## config.mk

```make
export PLATFORM = sky130hd
export DESIGN_NAME = periodic_slot_event_scheduler_core_flat
export DESIGN_NICKNAME = d
export VERILOG_FILES = /design/src/hdl/pses_pkg.sv /design/src/hdl/pses_in_if.sv /design/src/hdl/pses_out_if.sv /design/src/hdl/periodic_slot_event_scheduler_core.sv /design/src/flat_wrapper.sv
export VERILOG_INCLUDE_DIRS = /design/src /design/src/hdl
export SDC_FILE = /design/constraint.sdc
export NUM_CORES = 1
export LEC_CHECK = 0
export BUFFER_PORTS_ARGS = -buffer_cell sky130_fd_sc_hd__buf_4
export CORE_MARGIN = 1
export CORE_UTILIZATION = 43
export DETAILED_ROUTE_END_ITERATION = 6
export GPL_ROUTABILITY_DRIVEN = 0
export PLACE_DENSITY = 0.65
export SLEW_MARGIN = 20
export SYNTH_ARGS = -nofsm -noshare
export SYNTH_HDL_FRONTEND = slang
export SYNTH_SLANG_ARGS = --single-unit
```

## constraint.sdc

```tcl
create_clock -name clk_i -period 6.45 [get_ports clk_i]
set_clock_uncertainty 0.05 [all_clocks]
set_input_delay 1.29 -clock clk_i [delete_from_list [all_inputs] [get_ports clk_i]]
set_output_delay 1.29 -clock clk_i [all_outputs]
set_load 0.03 [all_outputs]
```

## src/hdl/periodic_slot_event_scheduler_core_assert.svh

```systemverilog
// Assertion macros for the periodic slot event scheduler.
`ifndef PERIODIC_SLOT_EVENT_SCHEDULER_CORE_ASSERT_SVH
`define PERIODIC_SLOT_EVENT_SCHEDULER_CORE_ASSERT_SVH
`ifndef NO_ASSERTIONS
`define PSES_ASSERT(lbl, clk, rst_n, prop, msg) \
  lbl: assert property (@(posedge clk) disable iff (!rst_n) (prop)) else $error(msg);
`define PSES_ASSERT_NEXT(lbl, clk, rst_n, ante, cons, msg) \
  lbl: assert property (@(posedge clk) disable iff (!rst_n) (ante) |=> (cons)) else $error(msg);
`else
`define PSES_ASSERT(lbl, clk, rst_n, prop, msg)
`define PSES_ASSERT_NEXT(lbl, clk, rst_n, ante, cons, msg)
`endif
`endif

```

## src/hdl/pses_pkg.sv

```systemverilog
`default_nettype none

package pses_pkg;

  localparam int unsigned PeriodW      = 16;
  localparam int unsigned PointW       = 6;
  localparam int unsigned ActionW      = 2;
  localparam int unsigned MaskW        = 32;
  localparam int unsigned CountW       = 32;
  localparam int unsigned IndexW       = 4;
  localparam int unsigned RegAddrW     = 4;
  localparam int unsigned ApbDataW     = 32;
  localparam int unsigned MaxEventsDef = 16;
  localparam int unsigned MaxPoints    = 32;

  typedef enum logic [ActionW-1:0] {
    ActTick = 2'd0,
    ActAdd  = 2'd1,
    ActSet  = 2'd2,
    ActNop  = 2'd3
  } action_e;

  typedef enum logic [1:0] {
    RegPeriod = 2'd0,
    RegPoints = 2'd1,
    RegDisp   = 2'd2
  } reg_idx_e;

endpackage

`default_nettype wire

```

## src/hdl/pses_in_if.sv

```systemverilog
`default_nettype none

interface pses_in_if;
  import pses_pkg::*;

  logic               valid;
  logic               ready;
  logic [ActionW-1:0] action;
  logic [MaskW-1:0]   event_points;
  logic [CountW-1:0]  counter_value;

  modport source (output valid, output action, output event_points, output counter_value,
                  input ready);
  modport sink   (input valid, input action, input event_points, input counter_value,
                  output ready);
endinterface

`default_nettype wire

```

## src/hdl/pses_out_if.sv

```systemverilog
`default_nettype none

interface pses_out_if;
  import pses_pkg::*;

  logic              valid;
  logic              ready;
  logic              fired;
  logic [IndexW-1:0] event_index;
  logic              schedule_done;
  logic              table_full;

  modport source (output valid, output fired, output event_index, output schedule_done,
                  output table_full, input ready);
  modport sink   (input valid, input fired, input event_index, input schedule_done,
                  input table_full, output ready);
endinterface

`default_nettype wire

```

## src/hdl/periodic_slot_event_scheduler_core.sv

```systemverilog
// Periodic slot event scheduler.
// in_i: one beat per action (tick, add event mask, load tick counter).
// out_o: exactly one result beat per input beat, in order.
// APB port (pready tied high): period_length at 0x0, point_count at 0x4,
// disposable_mode at 0x8; user writes only while block is idle, not enforced.
// Add, set and nop actions and a tick with period zero go straight to StFin.
// A tick runs one shared restoring divider, one quotient bit per cycle:
// counter mod period, slot length (period / points), segment / slot length,
// then scans the event table in StLoad and StCheck (one memory read port).
// A tick ends early when the slot is not due or the period, point count or
// slot length is zero.
// in_i.ready is high only when no item is in progress.
// The result sits in an output register; the next item is accepted while it
// waits, but that item cannot finish until out_o.ready takes the old beat.
// Reset clears the counter, event count, fire total, output valid and sets
// period_length=1, point_count=1, disposable_mode=0. Table contents are not
// cleared; only entries below the event count are ever read.
`default_nettype none
`include "periodic_slot_event_scheduler_core_assert.svh"

module periodic_slot_event_scheduler_core #(
  parameter int unsigned MAX_EVENTS = pses_pkg::MaxEventsDef
) (
  input  wire                               clk_i,
  input  wire                               rst_ni,
  pses_in_if.sink                           in_i,
  pses_out_if.source                        out_o,
  input  wire                               psel,
  input  wire                               penable,
  input  wire                               pwrite,
  input  wire  [pses_pkg::RegAddrW-1:0]     paddr,
  input  wire  [pses_pkg::ApbDataW-1:0]     pwdata,
  output logic [pses_pkg::ApbDataW-1:0]     prdata,
  output logic                              pready
);
  import pses_pkg::*;

  localparam int unsigned CW = $clog2(MAX_EVENTS + 1);
  localparam int unsigned AW = (MAX_EVENTS > 1) ? $clog2(MAX_EVENTS) : 1;

  typedef enum logic [6:0] {
    StIdle  = 7'b0000001,
    StMod   = 7'b0000010,
    StSlen  = 7'b0000100,
    StSeg   = 7'b0001000,
    StLoad  = 7'b0010000,
    StCheck = 7'b0100000,
    StFin   = 7'b1000000
  } state_e;

  state_e state_q, state_d;

  // config
  logic [PeriodW-1:0] period_q;
  logic [PointW-1:0]  points_cfg_q;
  logic               disp_q;
  logic               cfg_we;
  reg_idx_e           cfg_idx;

  // architectural state
  logic [CountW-1:0] counter_q, counter_d;
  logic [CW-1:0]     stored_q, stored_d;
  logic [CountW-1:0] fire_total_q, fire_total_d;
  logic [MaskW-1:0]  mem [MAX_EVENTS];
  logic [MaskW-1:0]  rd_q;
  logic              mem_we;

  // latched item
  logic [ActionW-1:0] action_q;
  logic [MaskW-1:0]   emask_q;
  logic [CountW-1:0]  cval_q;

  // shared divider
  logic [PeriodW-1:0]   div_rem_q, div_rem_d;
  logic [CountW-1:0]    div_quo_q, div_quo_d;
  logic [PeriodW-1:0]   div_den_q, div_den_d;
  logic [4:0]           div_cnt_q, div_cnt_d;
  logic [PeriodW:0]     shifted;
  logic [PeriodW+1:0]   diff;
  logic                 ge;
  logic [PeriodW-1:0]   step_rem;
  logic [CountW-1:0]    step_quo;

  logic [PeriodW-1:0] segment_q, segment_d;
  logic [PeriodW-1:0] slot;
  logic [4:0]         slot_bit_q, slot_bit_d;
  logic [CW-1:0]      idx_q, idx_d;
  logic               fired_q, fired_d;
  logic               load_rd;

  // output register
  logic              out_valid_q, out_valid_d;
  logic              out_fired_q, out_done_q, out_full_q;
  logic [IndexW-1:0] out_idx_q;
  logic              out_load;
  logic              out_free;
  logic              full_now;
  logic              done_now;
  logic [CW+IndexW-1:0] idx_ext;

  // APB
  assign pready  = 1'b1;
  assign cfg_idx = reg_idx_e'(paddr[3:2]);
  assign cfg_we  = psel && penable && pwrite && pready;

  always_comb begin
    prdata = '0;
    unique case (cfg_idx)
      RegPeriod: prdata = ApbDataW'(period_q);
      RegPoints: prdata = ApbDataW'(points_cfg_q);
      RegDisp:   prdata = ApbDataW'(disp_q);
      default:   prdata = '0;
    endcase
  end

  always_ff @(posedge clk_i or negedge rst_ni) begin
    if (!rst_ni) begin
      period_q     <= PeriodW'(1);
      points_cfg_q <= PointW'(1);
      disp_q       <= 1'b0;
    end else if (cfg_we) begin
      unique case (cfg_idx)
        RegPeriod: period_q     <= pwdata[PeriodW-1:0];
        RegPoints: points_cfg_q <= pwdata[PointW-1:0];
        RegDisp:   disp_q       <= pwdata[0];
        default: ;
      endcase
    end
  end

  // divider step
  assign shifted  = {div_rem_q, div_quo_q[CountW-1]};
  assign diff     = {1'b0, shifted} - {2'b00, div_den_q};
  assign ge       = ~diff[PeriodW+1];
  assign step_rem = ge ? diff[PeriodW-1:0] : shifted[PeriodW-1:0];
  assign step_quo = {div_quo_q[CountW-2:0], ge};
  assign slot     = step_quo[PeriodW-1:0];

  assign out_free = !out_valid_q || out_o.ready;
  assign in_i.ready = (state_q == StIdle);

  always_comb begin
    state_d      = state_q;
    div_rem_d    = step_rem;
    div_quo_d    = step_quo;
    div_den_d    = div_den_q;
    div_cnt_d    = div_cnt_q - 5'd1;
    segment_d    = segment_q;
    slot_bit_d   = slot_bit_q;
    idx_d        = idx_q;
    fired_d      = fired_q;
    load_rd      = 1'b0;
    out_load     = 1'b0;
    mem_we       = 1'b0;
    full_now     = 1'b0;
    counter_d    = counter_q;
    stored_d     = stored_q;
    fire_total_d = fire_total_q;

    unique case (state_q)
      StIdle: begin
        fired_d = 1'b0;
        idx_d   = '0;
        if (in_i.valid) begin
          if (in_i.action == ActTick && period_q != '0) begin
            div_rem_d = '0;
            div_quo_d = counter_q;
            div_den_d = period_q;
            div_cnt_d = 5'd31;
            state_d   = StMod;
          end else begin
            state_d = StFin;
          end
        end
      end
      StMod: begin
        if (div_cnt_q == 5'd0) begin
          segment_d = step_rem + PeriodW'(1);
          if (points_cfg_q == '0) begin
            state_d = StFin;
          end else begin
            div_rem_d = '0;
            div_quo_d = {period_q, {(CountW-PeriodW){1'b0}}};
            div_den_d = PeriodW'(points_cfg_q);
            div_cnt_d = 5'd15;
            state_d   = StSlen;
          end
        end
      end
      StSlen: begin
        if (div_cnt_q == 5'd0) begin
          if (slot == '0) begin
            state_d = StFin;
          end else begin
            div_rem_d = '0;
            div_quo_d = {segment_q, {(CountW-PeriodW){1'b0}}};
            div_den_d = slot;
            div_cnt_d = 5'd15;
            state_d   = StSeg;
          end
        end
      end
      StSeg: begin
        if (div_cnt_q == 5'd0) begin
          slot_bit_d = 5'(slot - PeriodW'(1));
          if (step_rem != '0 || slot == '0 || slot > PeriodW'(MaskW) ||
              slot > PeriodW'(MaxPoints)) begin
            state_d = StFin;
          end else begin
            state_d = StLoad;
          end
        end
      end
      StLoad: begin
        if (idx_q == stored_q) begin
          state_d = StFin;
        end else begin
          load_rd = 1'b1;
          state_d = StCheck;
        end
      end
      StCheck: begin
        if (rd_q[slot_bit_q]) begin
          fired_d = 1'b1;
          state_d = StFin;
        end else begin
          idx_d   = idx_q + CW'(1);
          state_d = StLoad;
        end
      end
      StFin: begin
        if (out_free) begin
          out_load = 1'b1;
          state_d  = StIdle;
          unique case (action_q)
            ActTick: begin
              counter_d = counter_q + CountW'(1);
              if (fired_q && fire_total_q != '1) begin
                fire_total_d = fire_total_q + CountW'(1);
              end
            end
            ActAdd: begin
              if (stored_q < CW'(MAX_EVENTS)) begin
                mem_we   = 1'b1;
                stored_d = stored_q + CW'(1);
              end else begin
                full_now = 1'b1;
              end
            end
            ActSet: counter_d = cval_q;
            ActNop: ;
            default: ;
          endcase
        end
      end
      default: state_d = StIdle;
    endcase
  end

  assign done_now = disp_q && (fire_total_d >= CountW'(stored_d));
  assign idx_ext  = {{IndexW{1'b0}}, idx_q};

  always_comb begin
    out_valid_d = out_valid_q;
    if (out_o.ready) out_valid_d = 1'b0;
    if (out_load)    out_valid_d = 1'b1;
  end

  always_ff @(posedge clk_i or negedge rst_ni) begin
    if (!rst_ni) begin
      state_q      <= StIdle;
      counter_q    <= '0;
      stored_q     <= '0;
      fire_total_q <= '0;
      out_valid_q  <= 1'b0;
      div_cnt_q    <= '0;
      fired_q      <= 1'b0;
      idx_q        <= '0;
    end else begin
      state_q      <= state_d;
      counter_q    <= counter_d;
      stored_q     <= stored_d;
      fire_total_q <= fire_total_d;
      out_valid_q  <= out_valid_d;
      div_cnt_q    <= div_cnt_d;
      fired_q      <= fired_d;
      idx_q        <= idx_d;
    end
  end

  always_ff @(posedge clk_i) begin
    div_rem_q  <= div_rem_d;
    div_quo_q  <= div_quo_d;
    div_den_q  <= div_den_d;
    segment_q  <= segment_d;
    slot_bit_q <= slot_bit_d;
    if (in_i.valid && in_i.ready) begin
      action_q <= in_i.action;
      emask_q  <= in_i.event_points;
      cval_q   <= in_i.counter_value;
    end
    if (out_load) begin
      out_fired_q <= fired_q;
      out_idx_q   <= fired_q ? idx_ext[IndexW-1:0] : '0;
      out_done_q  <= done_now;
      out_full_q  <= full_now;
    end
  end

  // event table
  always_ff @(posedge clk_i) begin
    if (mem_we) mem[stored_q[AW-1:0]] <= emask_q;
    if (load_rd) rd_q <= mem[idx_q[AW-1:0]];
  end

  assign out_o.valid         = out_valid_q;
  assign out_o.fired         = out_fired_q;
  assign out_o.event_index   = out_idx_q;
  assign out_o.schedule_done = out_done_q;
  assign out_o.table_full    = out_full_q;

  `PSES_ASSERT(a_stored_bound, clk_i, rst_ni, stored_q <= CW'(MAX_EVENTS), "event count overflow")
  `PSES_ASSERT(a_div_rem, clk_i, rst_ni, !(state_q == StMod || state_q == StSlen || state_q == StSeg) || (div_rem_q < div_den_q), "divider remainder out of range")
  `PSES_ASSERT_NEXT(a_accept_busy, clk_i, rst_ni, in_i.valid && in_i.ready, state_q != StIdle, "accepted item not in progress")
  `PSES_ASSERT(a_fire_full, clk_i, rst_ni, !(out_valid_q && out_fired_q && out_full_q), "fire and full in one result")

endmodule

`default_nettype wire
```

## src/flat_wrapper.sv

```systemverilog
// flat-port wrapper written by rule: the top's interface ports become plain ports
module periodic_slot_event_scheduler_core_flat import pses_pkg::*;
#(
  parameter int unsigned MAX_EVENTS = pses_pkg::MaxEventsDef
)
  (clk_i, rst_ni, psel, penable, pwrite, paddr, pwdata, prdata, pready, in_i_valid, in_i_action, in_i_event_points, in_i_counter_value, in_i_ready, out_o_valid, out_o_fired, out_o_event_index, out_o_schedule_done, out_o_table_full, out_o_ready);
  pses_in_if in_i_i ();
  pses_out_if out_o_i ();
  input  wire clk_i;
  input  wire rst_ni;
  input  wire psel;
  input  wire penable;
  input  wire pwrite;
  input  wire  [pses_pkg::RegAddrW-1:0] paddr;
  input  wire  [pses_pkg::ApbDataW-1:0] pwdata;
  output logic [pses_pkg::ApbDataW-1:0] prdata;
  output logic pready;
  input wire logic [$bits(in_i_i.valid)-1:0] in_i_valid;
  input wire logic [$bits(in_i_i.action)-1:0] in_i_action;
  input wire logic [$bits(in_i_i.event_points)-1:0] in_i_event_points;
  input wire logic [$bits(in_i_i.counter_value)-1:0] in_i_counter_value;
  output wire logic [$bits(in_i_i.ready)-1:0] in_i_ready;
  output wire logic [$bits(out_o_i.valid)-1:0] out_o_valid;
  output wire logic [$bits(out_o_i.fired)-1:0] out_o_fired;
  output wire logic [$bits(out_o_i.event_index)-1:0] out_o_event_index;
  output wire logic [$bits(out_o_i.schedule_done)-1:0] out_o_schedule_done;
  output wire logic [$bits(out_o_i.table_full)-1:0] out_o_table_full;
  input wire logic [$bits(out_o_i.ready)-1:0] out_o_ready;
  assign in_i_i.valid = in_i_valid;
  assign in_i_i.action = in_i_action;
  assign in_i_i.event_points = in_i_event_points;
  assign in_i_i.counter_value = in_i_counter_value;
  assign in_i_ready = in_i_i.ready;
  assign out_o_valid = out_o_i.valid;
  assign out_o_fired = out_o_i.fired;
  assign out_o_event_index = out_o_i.event_index;
  assign out_o_schedule_done = out_o_i.schedule_done;
  assign out_o_table_full = out_o_i.table_full;
  assign out_o_i.ready = out_o_ready;
  periodic_slot_event_scheduler_core #(.MAX_EVENTS(MAX_EVENTS)) u_core (.clk_i(clk_i), .rst_ni(rst_ni), .in_i(in_i_i), .out_o(out_o_i), .psel(psel), .penable(penable), .pwrite(pwrite), .paddr(paddr), .pwdata(pwdata), .prdata(prdata), .pready(pready));
endmodule
```

# Word-level counts from Yosys, hierarchy flattened
# Memories as Yosys holds them, arrays and structs flattened. A register that Yosys moved wholly into a read port is not among the register bits.
# Cells that the tools add are included.
# classes
add_sub_neg	8
n_lt_le_gt_ge	4
n_eq_ne	23
muxes	70
bitwise_logic	1
n_reduce_logical	34
# ops
cell	n
$mux W32	10
$mux W16	13
$pmux W16 S3	3
$pmux W32 S3	1
$mux W7	11
$add A32 B1 Y32 const B	2
$pmux W32 S2	1
$mux W5	11
$pmux W7 S7	1
$ge A32 B5 Y1	1
$ne A32 B32 Y1 const B	1
$reduce_bool A16 Y1	2
$sub A17 B16 Y18	1
$add A16 B1 Y16 const B	1
$gt A16 B6 Y1 const B	1
$logic_not A16 Y1	1
$mux W1	15
$pmux W5 S3	1
$reduce_and A2 Y1	7
$add A5 B1 Y5 const B	2
$ne A2 B1 Y1 const B	5
$ne A2 B2 Y1 const B	5
$pmux W5 S2	1
$sub A5 B1 Y5 const B	2
26 further kinds	41
# totals
reg_bits	269
ram_bits	512
in_bits	109
out_inout_bits	42
wordCells	164
mem_count	1
# memory_table
memory	words	width	read_ports	rd_clocked_by_memory_dff	write_ports	line	rtl
u_core.mem	16	32	1	1	1	periodic_slot_event_scheduler_core.sv:64	logic [MaskW-1:0] mem [MAX_EVENTS];

# Longest topological paths before layout
# depth
ltp_word	9
depth_mapped	19
mapped_depth_nobuf	17

# Worst setup path after synthesis
# No wires, ideal clock.
# synth_timing
path_type	in2reg
from	in out_o_ready
to	mem u_core.mem[3][0] (enable)
setup_time_ps	461
arrival_ps	4700
required_time_ps	5939
path_slack_ps	1239
cell_stages	7
path_buffers	1
cell_sequence	nor2b_1 > nor2_1 > and3_1 > nor2b_1 > clkbuf_1 > nand2_1 > nor3_1
# synth_via
elab_chain_len	5
# synth_lines
item	line	rtl
from (decl)	flat_wrapper.sv:28	input wire logic [$bits(out_o_i.ready)-1:0] out_o_ready;
$logic_or A1 B1 Y1	periodic_slot_event_scheduler_core.sv:139	assign out_free = !out_valid_q || out_o.ready;
$mux W1	periodic_slot_event_scheduler_core.sv:232	if (out_free) begin
$mux W1	periodic_slot_event_scheduler_core.sv:160	unique case (state_q)
$mux W1	periodic_slot_event_scheduler_core.sv:312	if (mem_we) mem[stored_q[AW-1:0]] <= emask_q;
$mux W1 (implied by the code)	periodic_slot_event_scheduler_core.sv:312	
to (decl)	periodic_slot_event_scheduler_core.sv:64	
# No other way between the ends.

# Final worst setup path
# layout_timing
from	in out_o_ready
to	reg u_core.out_done_q, in the netlist u_core.out_o.schedule_done, data pin
# layout_via
elab_chain_len	5
word_cells_on_any_way	7
classes_between	1 x order compare; 4 x mux; 2 x reduce/logical
# layout_lines
item	line	rtl
$logic_or A1 B1 Y1	periodic_slot_event_scheduler_core.sv:139	
$mux W5	periodic_slot_event_scheduler_core.sv:232	
$mux W5	periodic_slot_event_scheduler_core.sv:160	
named net u_core.stored_d[2]	periodic_slot_event_scheduler_core.sv:62	logic [CW-1:0] stored_q, stored_d;
$ge A32 B5 Y1	periodic_slot_event_scheduler_core.sv:260	assign done_now = disp_q && (fire_total_d >= CountW'(stored_d));
$logic_and A1 B1 Y1	periodic_slot_event_scheduler_core.sv:260	
named net u_core.done_now	periodic_slot_event_scheduler_core.sv:98	logic done_now;
to (signal assigned)	periodic_slot_event_scheduler_core.sv:305	out_done_q <= done_now;
to (decl)	periodic_slot_event_scheduler_core.sv:93	logic out_fired_q, out_done_q, out_full_q;
# The timed path passes the listed nets, and every way through them passes these cells.
# A chain may end at the register's enable or synchronous reset.

==> results by stage <==
Global routing:
- The total global-route track usage is 19.1%.
- Entering global routing, the biggest net connects ~110 pins.
- The initial antenna violation count is 0.
- The wire length of the first global-routing pass is 113000 um.
- The number of global-route vias before repair was approximately 19000.
- The aggregate global routing overflow is 0.

Detailed routing:
- The via count is 18100.
- For this block, the routed nets add up to around 74000 um of wire.
- The post-route met1 wirelength is 32400 um.
- In this run the top signal layer used is met4.
- Wire segments on met2 add up to 36900 um in the final route.
- Dividing the detail-routed wire length by the instance count gives ~23 um.
- The residual antenna-violating net count after detailed routing is 0.
- The routed via count divided by cell count is 5.60.
- In this run, the number of DRC markers left after iteration 0 of detailed routing was 1695.
- Before antenna repair, the detailed router went through 6 iterations.
- In the routed design, unresolved DRC markers number 0.
- Summed over all nets, wire length on met3 after detailed routing comes to 3350 um.

Timing:
- In the finished design, the share of the clock period the worst path needs comes to 77.1%.
- The setup TNS is 0 ps.
- The final number of max-transition violations is 0.
- After layout, the worst setup slack is 1480 ps.
- The upper clock frequency limit is 201 MHz.
- At the pin with the least slew margin, the transition time is between 1000 and 1500 ps.
- The count of endpoints failing hold in the final timing report is 0.
- The final-report setup violation count is 0.
- The worst-case hold slack is between 300 and 400 ps.
- Setup repair after global routing left no endpoint under its margin.
- The time the worst path needs with I/O delays and setup is 4970 ps.
- The worst relative slew slack is 25.9%.

CTS:
- After clock tree synthesis, the clock-pin slew on the worst setup and hold paths is about 70 ps.
- The source-to-sink clock delay at the later pin of the worst-skew pair is around 640 ps.
- The root buffer cell is clkbuf_16.
- The buffer depth of the longest clock path is 3.
- The number of levels in the clock H-tree is 3.
- TritonCTS created 84 clock buffers.
- The tree built by TritonCTS fans out to 813 sinks.
- The CTS tree is built.
- The number of cells upsized or downsized after cts is 0.
- In this run, post-CTS hold repair placed 0 buffers.
- Post-CTS timing repair inserted 0 buffers for setup.

Placed design:
- The number of port buffers is 115.
- Prior to clock tree synthesis, the placed netlist has a worst setup slack of 822 ps.
- The wire-length estimate of the detail-placed layout is 45400 um.

Cells and area:
- Cells with a size suffix above 1 make up 24.2% of the layout.
- The number of fill cells is 6191.
- The layout net count is 2277.
- The number of antenna cells inserted is 0.
- The final core utilization is between 50% and 60%.
- The layout overhead on the synthesized area is 14.8%.

Synthesis:
- The cell accounting for the most synthesized area is edfxtp_1.
- After Yosys synthesis, full adders, half adders and majority gates account for 1.30% of the synthesized area.
- The number of synthesized register bits is 813.
- The simple-gate share of the synthesized area is 6.88%.
- Counting flops with an async set or reset pin after synthesis yields a share of between 10 and 15%.
- Yosys attributes the largest share of cell area to edfxtp_1 (59%), mux4_2 (11%), dfrtp_1 (8.1%).
- The fraction of the yosys area taken by sequential cells is 70.0%.
- The main combinational cell family by area after synthesis is multiplexers.
- The gate count after technology mapping is 1986.
- The synthesized netlist devotes 4.91% of its cell area to compound gates.
- Counting instances in the post-synthesis netlist gives the leading cell types as edfxtp_1 (654), mux4_2 (170), nand2_1 (138), dfrtp_1 (108), nor2_1 (93).
- By instance count, the leading cell after synthesis is edfxtp_1.
- The synthesized netlist contains 79 unique library cells.
- Yosys printed 0 warnings.
- The fraction of post-synthesis cell area in the top cell type by area is 58.8%.
- The primary flip-flop cell chosen by synthesis mapping is edfxtp_1.
- The synthesized area divided by synthesized cell count is 16.8 um^2.
- The synthesized design contains 654 enable-type register cells.
- The synthesized-area fraction occupied by xor and xnor cells is 2.07%.
- The mux share of post-synthesis cell area is 13.0%.
- After synthesis the cells add up to 0.0334 mm^2.

Worst setup path:
- At the worst endpoint, the required time is 6770 ps.
- The data arrival time of the worst path is 5290 ps.
- In this run the critical register-to-register path is launched from u_core.state_q[5].
- In this run the worst setup path begins at out_o_ready.
- For the worst flop-to-flop path, the logic depth is 16.
- Following the worst setup path forward leads to its endpoint at u_core.out_o.schedule_done.
- The largest driver fanout on the critical path is 8.
- The category of the critical setup timing path is input pin to flop.
- The worst flop-to-flop path endpoint is u_core.out_o.schedule_done.
- The critical path launch point type is an input pin.
- The kind of end point of the critical path is a flop.
- The worst-case register-to-register setup slack is 1480 ps.

Die:
- During I/O placement, the number of pins put on the boundary was 151.
- The placement row count is about 100.
- The effective utilization at floorplan is ~44%.
- The floorplan step set the die width to 281 um.
- The core area is roughly 0.076 mm^2.
- The die covers 0.0788 mm^2.
- The overall die height is ~280 um.

Power and ir drop:
- The worst IR drop on VDD is 0.262 mV.
- For this design the ratio of total power to cell area is 361 mW/mm^2.
- The total leakage power is 0.0132 uW.

Hold path:
- The worst min-delay path class is flop to flop.

Run status:
- The flow ran to the end, and the final reports show no timing, DRC or antenna violations.

Job:
- The tool flagged a number of max-cap violations equal to 0.
[power breakdown]
part | internal [uW] | total, uW | switching [uW] | leakage (uW)
Sequential | 6330 | 6890 | 557 | 0.00770
Combinational | 854 | 2160 | 1310 | 0.00419
Clock | 2760 | 4790 | 2030 | 0.00133
Total | 9950 | 13800 | 3890 | 0.0132
[worst max-delay path, cell delays in order]
cell and delay [ps]:
buf_4 100, nor2b_1 40, buf_4 150, nor2_1 510, and3_1 290, nor2b_1 500
nand2_1 390, xnor2_1 290, inv_1 60, ha_1 260, nor2b_1 120, o21ai_0 160
nand2b_1 80, a211o_1 310, nor4_1 170, nand4_1 140, o41a_1 410
[registers in the layout, indices dropped and copies added, names as in the netlist, 32 cells and up]
name,flops
u_core.fire_total_q,32
u_core.rd_q,32
u_core.div_quo_q,32
u_core.emask_q,32
u_core.cval_q,32
u_core.mem,512
u_core.counter_q,32
[metrics by stage]
stage	cell area [um^2]	instances	total power (uW)
after CTS	38300	3231	13900
after global routing	38400	3232	14400
final	38400	3232	13800
after floorplan	33500	2001	8330
after detailed placement	35600	3077	9120
after global placement	35600	3077	9030
[layout make-up]
| cell class | count | area, um^2 | area share (%) |
|---|---|---|---|
| clock buffer | 109 | 2280 | 5.95 |
| clock inverter | 45 | 479 | 1.25 |
| inverter | 37 | 139 | 0.362 |
| multi-input combinational | 1046 | 9620 | 25.1 |
| sequential | 813 | 23400 | 61.0 |
| tap | 1030 | 1290 | 3.36 |
| timing repair buffer | 152 | 1170 | 3.04 |
[metal layers]
metal | GRT usage (%) | vias up
met4 | 5.49 | 0
met1 | 26.4 | 9403
met5 | 0 | -
met2 | 31.8 | 501
met3 | 2.43 | 105
li1 | - | 8102
[cells in the final DEF, fill, tap and decap left out, drive strengths merged, types with 17 or more instances in the layout]
| master | Yosys | layout |
|---|---|---|
| a21oi | 60 | 60 |
| a22o | 24 | 24 |
| and2 | 32 | 32 |
| and3 | 32 | 32 |
| buf | 41 | 152 |
| clkbuf | 64 | 109 |
| clkinv | 0 | 32 |
| conb | 2 | 17 |
| dfrtp | 108 | 108 |
| dfxtp | 48 | 48 |
| edfxtp | 654 | 654 |
| ha | 33 | 33 |
| inv | 37 | 39 |
| mux2 | 29 | 29 |
| mux2i | 19 | 19 |
| mux4 | 170 | 170 |
| nand2 | 139 | 139 |
| nand3 | 42 | 42 |
| nor2 | 94 | 94 |
| nor3 | 35 | 35 |
| o21ai | 53 | 53 |
| xnor2 | 46 | 46 |
| xor2 | 32 | 32 |
[worst min-delay path by stage]
stage,startpoint,end,slack [ps],cells after the start
finish,u_core.div_quo_q[16],u_core.div_quo_q[17],370,2
global route,u_core.div_quo_q[20],u_core.div_quo_q[21],390,2
CTS,u_core.div_quo_q[16],u_core.div_quo_q[17],370,2
detailed placement,u_core.div_quo_q[21],u_core.div_quo_q[22],360,2
global placement,u_core.div_quo_q[22],u_core.div_quo_q[23],350,2
floorplan,u_core.div_quo_q[15],u_core.div_quo_q[16],350,2
[cells by family (layout without fill, tap and decap cells)]
family | count (synthesis) | in the layout
xor+xnor | 78 | 78
fa+ha+maj | 34 | 34
mux | 218 | 218
buf+inv | 142 | 343
flops | 813 | 813
other cells | 2 | 17
compound gates | 241 | 241
simple gates | 458 | 458
No activity file was read; power rests on OpenSTA's default activity.
